==> src/rtl/imu_swo_pkg.sv <==
`timescale 1ns / 1ps
`default_nettype none

package imu_swo_pkg;

  // Default window depth in samples.
  localparam int WINDOW_DEFAULT = 50;

  // Field widths fixed by the sample format.
  localparam int ACC_W  = 16;
  localparam int GYR_W  = 8;
  localparam int DATA_W = 3 * ACC_W + 3 * GYR_W;
  localparam int LANES  = 6;

  // Configuration port.
  localparam int CFG_ADDR_W = 3;
  localparam int CFG_DATA_W = 32;
  localparam logic REG_SLIDING = 1'b0;
  localparam logic REG_SPREAD  = 1'b1;
  localparam logic [7:0] SPREAD_RESET = 8'd20;

  // Gyro sum adjustment before the mean is taken.
  localparam int GYRO_ADJ_THRESHOLD = -45;
  localparam int GYRO_ADJ_AMOUNT    = 5;

  typedef logic signed [ACC_W-1:0] acc_t;
  typedef logic signed [GYR_W-1:0] gyr_t;

  // Six axes packed with accel x in the lowest bits.
  typedef struct packed {
    gyr_t gz;
    gyr_t gy;
    gyr_t gx;
    acc_t az;
    acc_t ay;
    acc_t ax;
  } axes_t;

  // One queue word: a sample and whether it closes an evaluation.
  typedef struct packed {
    logic  eval;
    axes_t sample;
  } job_t;

endpackage

`default_nettype wire

==> src/rtl/imu_swo_front.sv <==
`timescale 1ns / 1ps
`default_nettype none

module imu_swo_front #(
  parameter int WINDOW = imu_swo_pkg::WINDOW_DEFAULT
) (
  input  wire logic                clk,
  input  wire logic                rst,
  input  wire logic                sliding_mode,
  input  wire logic                s_valid,
  output logic                     s_ready,
  input  wire imu_swo_pkg::axes_t  s_sample,
  output logic                     q_valid,
  input  wire logic                q_ready,
  output imu_swo_pkg::job_t        q_job
);
  import imu_swo_pkg::*;

  localparam int CW = $clog2(WINDOW + 1);

  logic [CW-1:0] fill_count;
  logic [CW-1:0] fill_inc;
  logic [CW-1:0] fill_count_next;
  logic          eval_now;
  logic          accept;
  logic          pop;

  job_t          queue [2];
  logic          wr_ptr;
  logic          rd_ptr;
  logic [1:0]    level;

  // Classify the incoming word: does it complete a window evaluation?
  always_comb begin
    fill_inc = (fill_count < CW'(WINDOW)) ? CW'(fill_count + 1'b1) : fill_count;
    eval_now = (fill_inc == CW'(WINDOW));
    fill_count_next = (eval_now && !sliding_mode) ? '0 : fill_inc;
  end

  assign s_ready = (level != 2'd2);
  assign accept  = s_valid && s_ready;
  assign q_valid = (level != 2'd0);
  assign pop     = q_valid && q_ready;
  assign q_job   = queue[rd_ptr];

  // Fill counter and queue pointers.
  always_ff @(posedge clk) begin
    if (rst) begin
      fill_count <= '0;
      wr_ptr     <= 1'b0;
      rd_ptr     <= 1'b0;
      level      <= 2'd0;
    end else begin
      if (accept) begin
        fill_count <= fill_count_next;
        wr_ptr     <= ~wr_ptr;
      end
      if (pop) begin
        rd_ptr <= ~rd_ptr;
      end
      if (accept && !pop) begin
        level <= level + 2'd1;
      end else if (!accept && pop) begin
        level <= level - 2'd1;
      end
    end
  end

  // Two-word queue storage.
  always_ff @(posedge clk) begin
    if (accept) begin
      queue[wr_ptr] <= '{eval: eval_now, sample: s_sample};
    end
  end

endmodule

`default_nettype wire

==> config.mk <==
export PLATFORM = sky130hd
export DESIGN_NAME = imu_swo_front
export DESIGN_NICKNAME = d
export VERILOG_FILES = /design/src/rtl/imu_swo_pkg.sv /design/src/rtl/imu_swo_front.sv
export SDC_FILE = /design/constraint.sdc
export NUM_CORES = 1
export LEC_CHECK = 0
export ABC_AREA = 1
export BUFFER_PORTS_ARGS = -buffer_cell sky130_fd_sc_hd__buf_2
export CAP_MARGIN = 15
export CORE_MARGIN = 2
export CORE_UTILIZATION = 30
export CTS_CLUSTER_SIZE = 14
export DETAILED_ROUTE_END_ITERATION = 12
export GPL_TIMING_DRIVEN = 0
export PLACE_DENSITY = 0.62
export SLEW_MARGIN = 20
export SYNTH_ARGS = -nofsm -noshare
export SYNTH_HDL_FRONTEND = slang
export SYNTH_SLANG_ARGS = --single-unit
export TNS_END_PERCENT = 50
==> constraint.sdc <==
create_clock -name clk -period 4.8 [get_ports clk]
set_input_delay 0.48 -clock clk [delete_from_list [all_inputs] [get_ports clk]]
set_output_delay 0.48 -clock clk [all_outputs]
set_load 0.02 [all_outputs]
=== Yosys cells after proc, flatten, opt, wreduce, memory -nomap -nowiden ===
Memory sizes are Yosys's and may differ from the RTL's. A register that Yosys moved wholly into a read port is not among the register bits.
Index checks and enable logic that the tools add are counted.
W data, S select, Z words.

* Register bits: 10
* Latch bits: 0
* Bits in writable memories: 146
* Bits in read-only memories: 0
* Input bits: 77
* Output and inout port bits: 75
* Memories: 1

* Add/sub/neg operators: 3
* Multiply operators: 0
* Divide/modulo/power cells: 0
* $lt $le $gt $ge: 1
* Eq/ne operators: 2
* Shifts and indexed selects: 0
* Multiplexer cells: 8
* Bitwise gates (word level): 2
* Reductions and logical operators: 10

{| class="wikitable"
|+ Memory list
! memory !! words !! bits a word !! rd ports !! clocked after Yosys merged registers in !! wr ports !! RTL line !! text
|-
| queue || 2 || 73 || 1 || 1 || 1 || imu_swo_front.sv:28 || <nowiki>job_t queue [2];</nowiki>
|}

{| class="wikitable"
|+ Operators with widths
! operator !! number
|-
| $mux W6 || 2
|-
| $add A6 B1 Y6 const B || 1
|-
| $eq A6 B6 Y1 const B || 1
|-
| $lt A6 B6 Y1 const B || 1
|-
| $logic_and A1 B1 Y1 || 5
|-
| $mux W1 || 4
|-
| $mux W2 || 2
|-
| $reduce_bool A2 Y1 || 2
|-
| $logic_not A1 Y1 || 3
|-
| $add A2 B1 Y2 const B || 1
|-
| $ne A2 B2 Y1 const B || 1
|-
| $not A1 Y1 || 2
|-
| $sub A2 B1 Y2 const B || 1
|}

=== Depth between registers and ports, before layout ===
Gate-level depths: netlist (run 1).

* Depth in word-level cells: 6
* Gate-level depth with buffers: 10

=== Worst setup path after synthesis (run 1) ===
OpenSTA, ideal clock, no wires.

* Kind: register -> register
* Start point: register level[0]
* End point: memory queue[1][0] (netlist name) (enable)
* Arrival time: 3.919 ns
* Required time: 4.294 ns
* Slack: 0.375 ns
* Stages on the path, launching flop included: 6
* Path buffers: 1
* Period minus slack after synthesis: 4.425 ns
* Path through: dfxtp_1 inv_2 nand2_1 nand2_1 buf_2 nor2_1

* Longest elaborated chain between the ends: 4

{| class="wikitable"
|+ RTL lines
! element !! RTL line !! text
|-
| start: declaration || imu_swo_front.sv:31 || <nowiki>logic [1:0] level;</nowiki>
|-
| start signal: assignment || imu_swo_front.sv:62 || <nowiki>level <= level + 2'd1;</nowiki>
|-
| start signal: assignment || imu_swo_front.sv:64 || <nowiki>level <= level - 2'd1;</nowiki>
|-
| $ne A2 B2 Y1 || imu_swo_front.sv:40 || <nowiki>assign s_ready = (level != 2'd2);</nowiki>
|-
| named net s_ready || imu_swo_front.sv:11 || <nowiki>output logic s_ready,</nowiki>
|-
| $logic_and A1 B1 Y1 || imu_swo_front.sv:41 || <nowiki>assign accept = s_valid && s_ready;</nowiki>
|-
| $mux W1 || imu_swo_front.sv:71 || <nowiki>if (accept) begin</nowiki>
|-
| $mux W1 (implied by the code) || imu_swo_front.sv:72 || <nowiki>queue[wr_ptr] <= '{eval: eval_now, sample: s_sample};</nowiki>
|-
| end: declaration || imu_swo_front.sv:28 ||
|}

The timed path passes the listed nets, and every way through them passes these cells.

==> results by group, run 1 <==
GRT
  – Largest net degree at the start of global routing: 25
  – Initial antenna violation count: 1
  – Grt ovf: 0
  – Vias in the first global route: 3606
  – First-pass GRT wire length: 18400 um
  – Total track usage: 0.120

Yosys
  – Mean Syn Cell Area: 18.3 um2
  – Syn. warnings: 0
  – Mapped Area: 0.00587 mm2
  – Cells after synthesis: 320
  – Synth Net Count: 399
  – FF+latch count, synth: 157
  – Synth cell types: 21
  – Register area share after synthesis: 0.784

Timing
  – RSZ-0062 raised after global routing: false
  – Period Utilization, post-route: 0.497
  – Worst Max-Slew Pin Slew: 0.627 ns
  – Period minus WS final: 2.39 ns
  – Final setup fails: 0
  – Final Hold Vio Count: 0
  – Worst Skew: 0.00512 ns
  – Rel. slew slack: 0.581
  – Fmax: 419 MHz
  – Max-slew violation count: 0
  – Final hold slack: 0.251 ns

Worst hold path
  – Hold Crit Class: in -> reg
  – Hold Path Depth: 1

Critical path
  – Reg2Reg Setup Slack: 2.74 ns
  – Startpoint Class: flip-flop
  – Worst Path Max Fanout: 10
  – Endpoint of the worst-slack reg-to-reg timing path: queue[1][15]
  – Critical path type: reg -> out
  – CP arrival: 1.91 ns
  – Crit. End Element: primary output
  – R2R depth: 7
  – WP data required: 4.32 ns
  – CP endpoint: q_job[56]
  – Crit Reg-Reg Startpoint: level[0]

Floorplan
  – Die Area: 0.0207 mm2
  – Die Ht: 144 um
  – IO Pins: 152
  – Starting Density: 0.304
  – Row cnt: 51
  – DIE WIDTH: 144 um
  – Core ar.: 0.0193 mm2

Routing
  – DRC Markers: 0
  – 1st-pass router iterations: 6
  – Final antenna-violating net count: 0
  – 1st-iter DRT viols: 170
  – Metal3 WL: 836 um
  – Met2 Wirelength: 6280 um
  – Drt wl/cell: 15.6 um
  – Routed WL: 12100 um
  – Vias per cell: 4.36
  – Vias: 3367
  – Max Used Layer: met5
  – Wl on met1: 4800 um

Pwr
  – Total power: 4240 uW
  – Seq pwr share: 0.419
  – Clock power share: 0.331
  – Pint: 3010 uW
  – Sw power: 1230 uW
  – Max VDD drop: 0.000232 V
  – Gate power share: 0.250
  – Leak Pwr: 0.00294 uW
  – Pwr Density: 548 mW/mm2
  – Sw frac: 0.290

CTS
  – Post-CTS Setup Inserts: 0
  – TritonCTS clock tree: done
  – Clk_lat worst skew: 0.41 ns
  – Inserted Clock Buffers: 17
  – H-tree levels: 4
  – CTS Buffer Depth: 2
  – Clock transition at path regs: 0.06 ns
  – Root Buffer: clkbuf_16
  – Hold_buf cts: 0
  – Post_cts resized: 0
  – Clk sinks: 157

Placed design
  – Post-Place Cells: 742
  – Placed Area: 0.00712 mm2
  – Post-detail-place hpwl: 8550 um
  – Routability congestion estimate from global placement: 0.737
  – IO buf count: 151

Cells and area
  – Final #Nets: 575
  – Final antenna diode count: 0
  – Post-route cell area: 0.00774 mm2
  – Layout cells sized above 1: 0.551
  – Post-route insts no fill: 773
  – Area Overhead vs Synth: 31.8%

Job
  – Max_cap viols: 0

Run status
  – Outcome: complete, no violations
-- layout by cell type, fill, tap and decap left out, types with 6 or more instances in the layout --
| master | Yosys | layout |
|---|---|---|
| mux2_2 | 73 | 73 |
| inv_1 | 12 | 12 |
| nand3_1 | 6 | 6 |
| o21ai_0 | 7 | 7 |
| dfxtp_1 | 11 | 11 |
| nand2_1 | 19 | 19 |
| clkbuf_16 | 0 | 17 |
| nor2_1 | 13 | 11 |
| buf_2 | 9 | 160 |
| edfxtp_1 | 146 | 146 |
| a21oi_1 | 7 | 7 |
-- layer usage --
metal  global-route usage  up-vias
met5                    0        -
met4               0.0501        2
met3               0.0437       16
met2                0.213      114
met1                0.129     1671
li1                     -     1564
-- Yosys cell counts --
cell type / n / share of area
o21ai_4: 1 / 0.0028
nor2_4: 1 / 0.0019
o21ai_1: 2 / 0.0017
inv_2: 2 / 0.0013
a21oi_1: 7 / 0.0060
a211oi_1: 1 / 0.0013
nand4_1: 1 / 0.0011
nor2_1: 13 / 0.0083
nand2_4: 1 / 0.0019
edfxtp_1: 146 / 0.75
mux2_2: 73 / 0.14
nand3_1: 6 / 0.0051
xor2_1: 1 / 0.0015
o21ai_0: 7 / 0.0060
nor4_1: 1 / 0.0011
ha_1: 2 / 0.0043
inv_1: 12 / 0.0077
buf_2: 9 / 0.0077
dfxtp_1: 11 / 0.038
nand2_2: 4 / 0.0043
nand2_1: 19 / 0.012
-- registers in the layout, indices dropped and copies added, names as in the netlist, named ones only --
| register | flops |
|---|---|
| queue | 146 |
| fill_count | 6 |
| level | 2 |
| wr_ptr | 1 |
| rd_ptr | 1 |
-- final cells by class --
type,count,area [um2]
buffer,9,45.0
clock buffer,17,425
clock inverter,14,191
fill,1824,11600
inverter,14,52.6
multi-input combinational,140,1180
sequential,157,4600
tap,265,332
timing repair buffer,157,906
-- how the worst min path moves through the flow --
stage | from | end | slack [ns]
floorplan | rd_ptr | flip-flop | 0.45
global placement | rd_ptr | rd_ptr | 0.46
detailed placement | rd_ptr | flip-flop | 0.46
CTS | s_sample[22] | queue[1][22] | 0.22
global route | s_sample[8] | queue[0][8] | 0.22
finish | s_sample[1] | queue[1][1] | 0.25
-- critical path, stage by stage (launching register included) --
cell and delay (ns):
dfxtp_1 0.30, buf_2 0.28, buf_2 0.36, mux2_2 0.38, buf_2 0.17
-- stage by stage --
step / TNS, ns / worst slack [ns] / util
final: 0 / 2.41 / 0.400
after global routing: 0 / 2.26 / 0.400
after CTS: 0 / 2.32 / 0.400
after detailed placement: 0 / 2.63 / 0.368
after global placement: -226.35 / -1.62 / 0.360
after floorplan: 0 / 0.375 / -
-- power by group through the flow --
stage,combinational (uW),clock [uW],sequential (uW)
floorplan,687,0,1810
global placement,996,0,1830
detailed placement,1080,0,1810
CTS,1090,1450,1780
global route,1160,1500,1790
finish,1060,1410,1780
-- logic make-up (layout without fill, tap and decap cells) --
family          count (synthesis)  count (layout)  synth area share
flops                         157             157             0.784
simple gates                   46              46            0.0358
xor+xnor                        1               1           0.00149
mux                            73              73             0.140
buf+inv                        23             211            0.0166
fa+ha+maj                       2               2           0.00426
compound gates                 18              18            0.0177
Power figures use the tool's default switching activity.
==> run 2, diff against run 1 <==
--- a/config.mk
+++ b/config.mk
@@ -5,7 +5,7 @@
 export SDC_FILE = /design/constraint.sdc
 export NUM_CORES = 1
 export LEC_CHECK = 0
-export ABC_AREA = 1
+export ABC_AREA = 0
 export BUFFER_PORTS_ARGS = -buffer_cell sky130_fd_sc_hd__buf_2
 export CAP_MARGIN = 15
 export CORE_MARGIN = 2
==> constraint.sdc (replaced) <==
create_clock -name clk -period 2.4 [get_ports clk]
set_input_delay 0.24 -clock clk [delete_from_list [all_inputs] [get_ports clk]]
set_output_delay 0.24 -clock clk [all_outputs]
set_load 0.02 [all_outputs]
==> results by group, run 2 <==
Run status
  – Outcome: complete, no violations (unchanged)

Yosys
  – Post-synth EDFFs: 146 (unchanged)
  – Mapped Area: 0.00596 mm2 (was 0.00587 mm2)
  – Dominant cell type by area after synthesis: edfxtp_1 (unchanged)
  – Synth Net Count: 387 (was 399)
  – Async S/R FF share, synth: 0 (unchanged)
  – Syn. warnings: 0 (unchanged)
  – Register area share after synthesis: 0.772 (was 0.784)
  – Predominant post-synthesis flop cell: edfxtp_1 (unchanged)
  – Mean Syn Cell Area: 19.4 um2 (was 18.3 um2)
  – Most frequent cells after synthesis: edfxtp_1 (146), mux2_1 (59), mux2_2 (14), dfxtp_1 (11), buf_2 (10) (was edfxtp_1 (146), mux2_2 (73), nand2_1 (19), nor2_1 (13), inv_1 (12))
  – Synth cell types: 41 (was 21)
  – Cells after synthesis: 308 (was 320)
  – Top-count cell post-synth: edfxtp_1 (unchanged)
  – FF+latch count, synth: 157 (unchanged)
  – Synth area leaders: edfxtp_1 (74%), mux2_1 (11%), dfxtp_1 (3.7%), mux2_2 (2.6%), xor2_1 (0.88%) (was edfxtp_1 (75%), mux2_2 (14%), dfxtp_1 (3.8%), nand2_1 (1.2%), nor2_1 (0.83%))
  – Yosys top cell area share: 0.735 (was 0.747)

Cells and area
  – Commonest non-fill, non-tap cell in the layout: buf_2 (unchanged)
  – Layout cells sized above 1: 0.406 (was 0.551)
  – Final antenna diode count: 0 (unchanged)
  – Largest registers: queue (146), fill_count (6), level (2) (unchanged)
  – Post-route insts no fill: 809 (was 773)
  – Most flop-heavy register: queue (unchanged)
  – Most frequent cells in the layout: buf_2 (161), edfxtp_1 (146), mux2_1 (59) (was buf_2 (160), edfxtp_1 (146), mux2_2 (73))
  – Area Overhead vs Synth: 38.4% (was 31.8%)
  – Final #Nets: 610 (was 575)
  – Max reg flops: 146 (unchanged)

Critical path
  – Critical path type: reg -> out (unchanged)
  – Crit Reg-Reg Startpoint: level[0] (unchanged)
  – Startpoint Class: flip-flop (unchanged)
  – Crit-path leading delay family: flip-flops (was buffers and inverters)
  – Crit path largest cell delay: 0.62 ns (was 0.38 ns)
  – WP data required: 2.16 ns (was 4.32 ns)
  – Crit path depth: 3 (was 4)
  – Crit-path most repeated cell: buf_2 (unchanged)
  – Buf+Inv Stages, Crit Path: 2 (was 3)
  – Slowest-stage cell, CP: dfxtp_1 (was mux2_2)
  – CP arrival: 1.95 ns (was 1.91 ns)
  – R2R depth: 5 (was 7)
  – CP Cell Sequence: buf_2, mux2_1, buf_2 (was buf_2, buf_2, mux2_2, buf_2)
  – CP endpoint: q_job[70] (was q_job[56])
  – Endpoint of the worst-slack reg-to-reg timing path: queue[0][9] (was queue[1][15])
  – Reg2Reg Setup Slack: 0.39 ns (was 2.74 ns)
  – Worst Path Max Fanout: 10 (unchanged)
  – Crit. End Element: primary output (unchanged)

Routing
  – 1st-pass router iterations: 4 (was 6)
  – Routed WL: 12000 um (was 12100 um)
  – Vias: 3496 (was 3367)
  – 1st-iter DRT viols: 84 (was 170)
  – Vias per cell: 4.32 (was 4.36)
  – Drt wl/cell: 14.9 um (was 15.6 um)
  – Final antenna-violating net count: 0 (unchanged)
  – DRC Markers: 0 (unchanged)

GRT
  – First-pass GRT wire length: 18900 um (was 18400 um)
  – Initial antenna violation count: 1 (unchanged)
  – Met3 usage: 0.0415 (was 0.0437)
  – Global route hottest layer: met2 (unchanged)
  – GR Layer Usage met1: 0.133 (was 0.129)
  – Total track usage: 0.115 (was 0.120)
  – GRT met2 Usage: 0.200 (was 0.213)
  – Grt ovf: 0 (unchanged)
  – Largest net degree at the start of global routing: 40 (was 25)
  – Vias in the first global route: 3702 (was 3606)

CTS
  – H-tree levels: 4 (unchanged)
  – Clk_lat worst skew: 0.41 ns (about the same)
  – TritonCTS clock tree: done (unchanged)
  – Post-CTS Setup Inserts: 0 (unchanged)
  – Post_cts resized: 0 (unchanged)
  – CTS Buffer Depth: 2 (unchanged)
  – Clock transition at path regs: 0.07 ns (was 0.06 ns)
  – Inserted Clock Buffers: 17 (unchanged)
  – Clk sinks: 157 (unchanged)
  – Root Buffer: clkbuf_16 (unchanged)

Placed design
  – Post-Place Cells: 727 (was 742)
  – IO buf count: 151 (unchanged)
  – Routability congestion estimate from global placement: 0.713 (was 0.737)
  – Pre-CTS WS: 0.346 ns (was 2.63 ns)
  – Post-detail-place hpwl: 8070 um (was 8550 um)

Timing
  – Worst Max-Slew Pin Slew: 0.754 ns (was 0.627 ns)
  – Setup TNS: 0 ns (unchanged)
  – Period Utilization, post-route: 0.913
  – Worst Skew: 0.00797 ns (was 0.00512 ns)
  – Max-slew violation count: 0 (unchanged)
  – Period minus WS final: 2.19 ns
  – Final Hold Vio Count: 0 (unchanged)
  – Final setup fails: 0 (unchanged)
  – Rel. slew slack: 0.496 (was 0.581)
  – Fmax: 456 MHz
  – Final WS setup: 0.208 ns (was 2.41 ns)
  – RSZ-0062 raised after global routing: false (unchanged)

Worst hold path
  – Hold path start: s_sample[9] (was s_sample[1])
  – Hold Crit Class: in -> reg (unchanged)

Pwr
  – Leak Pwr: 0.00312 uW (was 0.00294 uW)
  – Max VDD drop: 0.000530 V (was 0.000232 V)
  – Pwr Density: 1050 mW/mm2 (was 548 mW/mm2)

Job
  – Max_cap viols: 0 (unchanged)

Floorplan
  – Die Area: 0.0210 mm2 (was 0.0207 mm2)
  – IO Pins: 152 (unchanged)
  – Die Ht: 145 um (was 144 um)
  – Core ar.: 0.0195 mm2 (was 0.0193 mm2)
  – Starting Density: 0.306 (was 0.304)
  – Row cnt: 51 (unchanged)
  – DIE WIDTH: 145 um (was 144 um)
run 2: worst min-delay path by stage:
stage | endpoint | cells after the start
2_1_floorplan | queue[0][0] | 0
3_3_place_gp | queue[0][20] | 1
3_5_place_dp | queue[0][25] | 1
4_1_cts | queue[0][0] | 1
5_1_grt | queue[0][68] | 1
6_report | queue[1][9] | 1
run 2: worst register-to-register path: stages, from the launching register on:
cell	delay, ns
dfxtp_1	0.39
nand2b_1	0.13
buf_2	0.19
nand2_2	0.11
nor2_4	0.59
buf_12	0.29
run 2: cell type report:
cell class / instances / area (um2)
Fill cell: 1758 / 11200
Sequential cell: 157 / 4600
Timing Repair Buffer: 205 / 1330
Multi-Input combinational cell: 133 / 1260
Clock buffer: 17 / 425
Tap cell: 265 / 332
Clock inverter: 15 / 200
Buffer: 14 / 95.1
Inverter: 3 / 11.3
run 2: timing repair:
item / CTS / global route
endpoints found under the hold margin: 98 / 0
hold buffers: 51 / 0
endpoints found under the setup margin: 70 / 0
run 2: metal layers:
layer / wire [um] / share of wire
met1: 5040 / 0.42
met2: 6110 / 0.51
met5: 13 / 0.0011
met4: 123 / 0.010
met3: 738 / 0.061
run 2: kinds of logic after synthesis:
family | after synthesis | share of synthesized area
DFF | 157 | 0.772
muxes | 74 | 0.140
and+or+nand+nor | 32 | 0.0308
AOI/OAI and AO/OA | 18 | 0.0245
buffers and inverters | 18 | 0.0185
xor gates and xnor gates | 7 | 0.0103
adders and majority gates | 2 | 0.00420
run 2: where the power goes:
group          internal (uW)  switching [uW]  total (uW)  leakage (uW)
sequential              3480             127        3600       0.00145
clock                   1670            1130        2810      0.000306
combinational            863            1380        2240       0.00136
total                   6010            2640        8650       0.00312
run 2: metrics by stage:
step | utilization | area (um2) | total power, uW | hold slack [ns]
2_1_floorplan | - | 5970 | 5080 | 0.339
3_3_place_gp | 0.363 | 7060 | 5800 | 0.428
3_5_place_dp | 0.366 | 7120 | 5890 | 0.432
4_1_cts | 0.424 | 8260 | 8800 | 0.0000511
5_1_grt | 0.424 | 8260 | 9070 | 0.00187
6_report | 0.424 | 8260 | 8650 | 0.0219
==> run 3, diff against run 2 <==
--- a/config.mk
+++ b/config.mk
@@ -5,9 +5,9 @@
 export SDC_FILE = /design/constraint.sdc
 export NUM_CORES = 1
 export LEC_CHECK = 0
-export ABC_AREA = 0
+export ABC_AREA = 1
 export BUFFER_PORTS_ARGS = -buffer_cell sky130_fd_sc_hd__buf_2
-export CAP_MARGIN = 15
+export CAP_MARGIN = 20
 export CORE_MARGIN = 2
 export CORE_UTILIZATION = 30
 export CTS_CLUSTER_SIZE = 14
==> results by group, run 3 (synthesis gave the netlist of run 1 again) <==
Critical path
  – Crit path largest cell delay: 0.37 ns (was 0.62 ns)
  – Buf+Inv Stages, Crit Path: 3 (was 2)
  – R2R depth: 7 (was 5)
  – CP endpoint: q_job[69] (was q_job[70])
  – Crit-path leading delay family: buffers and inverters (was flip-flops)
  – Crit path depth: 4 (was 3)
  – Worst Path Max Fanout: 10 (unchanged)
  – Reg2Reg Setup Slack: 0.49 ns (was 0.39 ns)
  – Crit Reg-Reg Startpoint: level[0] (unchanged)
  – Startpoint Class: flip-flop (unchanged)
  – CP Cell Sequence: buf_2, buf_2, mux2_2, buf_2 (was buf_2, mux2_1, buf_2)
  – WP data required: 2.16 ns (about the same)
  – Crit. End Element: primary output (unchanged)
  – Slowest-stage cell, CP: buf_2 (was dfxtp_1)
  – Endpoint of the worst-slack reg-to-reg timing path: queue[1][53] (was queue[0][9])
  – Crit-path most repeated cell: buf_2 (unchanged)
  – CP arrival: 1.93 ns (was 1.95 ns)
  – Critical path type: reg -> out (unchanged)

Cells and area
  – Seq. cell area: 0.00460 mm2 (unchanged)
  – # fillers: 1795 (was 1758)
  – Commonest non-fill, non-tap cell in the layout: buf_2 (unchanged)
  – Max reg flops: 146 (unchanged)
  – Largest registers: queue (146), fill_count (6), level (2) (unchanged)
  – Layout cells sized above 1: 0.522 (was 0.406)
  – Post-route insts no fill: 798 (was 809)
  – Most frequent cells in the layout: buf_2 (160), edfxtp_1 (146), mux2_2 (73) (was buf_2 (161), edfxtp_1 (146), mux2_1 (59))
  – Area Overhead vs Synth: 35.2% (was 38.4%)
  – Final antenna diode count: 0 (unchanged)
  – Most flop-heavy register: queue (unchanged)
  – Final #Nets: 599 (was 610)
  – Multi-input logic area: 0.00118 mm2 (was 0.00126 mm2)

Placed design
  – Routability congestion estimate from global placement: 0.711 (was 0.713)
  – Post-Place Cells: 742 (was 727)
  – Post-detail-place hpwl: 8590 um (was 8070 um)
  – IO buf count: 151 (unchanged)
  – Pre-CTS WS: 0.452 ns (was 0.346 ns)

GRT
  – Largest net degree at the start of global routing: 24 (was 40)
  – GRT met2 Usage: 0.213 (was 0.200)
  – Total track usage: 0.118 (was 0.115)
  – GR Layer Usage met1: 0.131 (was 0.133)
  – Global route hottest layer: met2 (unchanged)
  – Met3 usage: 0.0410 (was 0.0415)
  – Initial antenna violation count: 1 (unchanged)
  – First-pass GRT wire length: 18300 um (was 18900 um)
  – Vias in the first global route: 3641 (was 3702)
  – Grt ovf: 0 (unchanged)

Timing
  – Period Utilization, post-route: 0.905 (was 0.913)
  – RSZ-0062 raised after global routing: false (unchanged)
  – Final WS setup: 0.227 ns (was 0.208 ns)
  – Period minus WS final: 2.17 ns (was 2.19 ns)
  – Rel. slew slack: 0.700 (was 0.496)
  – Final hold slack: 0.0204 ns (was 0.0219 ns)
  – Max-slew violation count: 0 (unchanged)
  – Final setup fails: 0 (unchanged)
  – Worst Skew: 0.00753 ns (was 0.00797 ns)
  – Final Hold Vio Count: 0 (unchanged)
  – Worst Max-Slew Pin Slew: 0.450 ns (was 0.754 ns)
  – Fmax: 460 MHz (was 456 MHz)

Floorplan
  – IO Pins: 152 (unchanged)
  – Row cnt: 51 (unchanged)
  – Die Ht: 144 um (was 145 um)
  – Starting Density: 0.304 (was 0.306)
  – DIE WIDTH: 144 um (was 145 um)
  – Core ar.: 0.0193 mm2 (was 0.0195 mm2)
  – Die Area: 0.0207 mm2 (was 0.0210 mm2)

CTS
  – Inserted Clock Buffers: 17 (unchanged)
  – Clk sinks: 157 (unchanged)
  – Post-CTS Setup Inserts: 0 (unchanged)
  – Clk_lat worst skew: 0.41 ns (about the same)
  – CTS Buffer Depth: 2 (unchanged)
  – H-tree levels: 4 (unchanged)
  – Post_cts resized: 0 (unchanged)
  – Root Buffer: clkbuf_16 (unchanged)
  – TritonCTS clock tree: done (unchanged)
  – Clock transition at path regs: 0.06 ns (was 0.07 ns)

Pwr
  – Leak Pwr: 0.00300 uW (was 0.00312 uW)
  – Total power: 8300 uW (was 8650 uW)
  – Pwr Density: 1050 mW/mm2 (about the same)
  – Max VDD drop: 0.000531 V (was 0.000530 V)

Routing
  – Routed WL: 12100 um (was 12000 um)
  – 1st-pass router iterations: 4 (unchanged)
  – Drt wl/cell: 15.2 um (was 14.9 um)
  – DRC Markers: 0 (unchanged)
  – Vias per cell: 4.28 (was 4.32)
  – Vias: 3414 (was 3496)
  – 1st-iter DRT viols: 137 (was 84)
  – Final antenna-violating net count: 0 (unchanged)

Run status
  – Outcome: complete, no violations (unchanged)

Job
  – Max_cap viols: 0 (unchanged)

Worst hold path
  – Hold Crit Class: in -> reg (unchanged)
==> run 3: cell count changes in the layout (fill, tap and decap cells not counted), sizes merged, moves of 3 or more <==
| cell | previous run | this run |
|---|---|---|
| clkinvlp | 0 | 3 |
| nand2 | 5 | 24 |
| nand3 | 0 | 6 |
| xor2 | 6 | 1 |
| a21oi | 3 | 7 |
| o21ai | 3 | 10 |
| dlygate4sd3 | 51 | 24 |
| inv | 10 | 17 |
| nor2 | 9 | 14 |
==> run 3: where the power goes <==
part,switching [uW],internal [uW],total (uW)
Sequential,101,3440,3550
Combinational,1300,865,2160
Clock,1050,1530,2590
Total,2450,5840,8300
==> run 3: worst min path at each step <==
stage	from	endpoint	slack, ns	depth (start not counted)
after floorplan	rst	fill_count[0]	0.32	1
after global placement	s_sample[0]	queue[0][0]	0.43	1
after detailed placement	s_sample[6]	queue[0][6]	0.43	1
after CTS	s_sample[47]	queue[1][47]	0.00009	1
after global routing	s_sample[67]	queue[1][67]	0.00007	1
final	s_sample[22]	queue[0][22]	0.02	1
==> run 3: timing repair <==
| action | CTS | global route |
|---|---|---|
| hold buffers | 10 | 14 |
| endpoints found under the hold margin | 19 | 24 |
| setup endpoints to repair | 0 | 0 |
==> run 3: layout make-up <==
| class | instances | share of cell area |
|---|---|---|
| Sequential cell | 157 | 0.580 |
| Clock inverter | 14 | 0.0180 |
| Clock buffer | 18 | 0.0541 |
| Timing Repair Buffer | 181 | 0.144 |
| Tap cell | 265 | 0.0418 |
| Buffer | 9 | 0.00568 |
| Inverter | 14 | 0.00662 |
| Multi-Input combinational cell | 140 | 0.149 |
==> run 3: metrics by stage <==
step | cell area [um2] | setup TNS (ns) | utilization
finish | 7940 | 0 | 0.410
detailed placement | 7120 | 0 | 0.368
global route | 7940 | 0 | 0.410
global placement | 6970 | -168.43 | 0.360
floorplan | 5880 | -56.63 | -
CTS | 7800 | 0 | 0.403
==> run 3: routing by layer <==
metal | share of wire | up-vias | routed length [um]
met5 | 0.0011 | - | 13
met3 | 0.058 | 14 | 700
met1 | 0.40 | 1699 | 4820
met2 | 0.53 | 83 | 6460
met4 | 0.010 | 2 | 123
li1 | - | 1616 | -
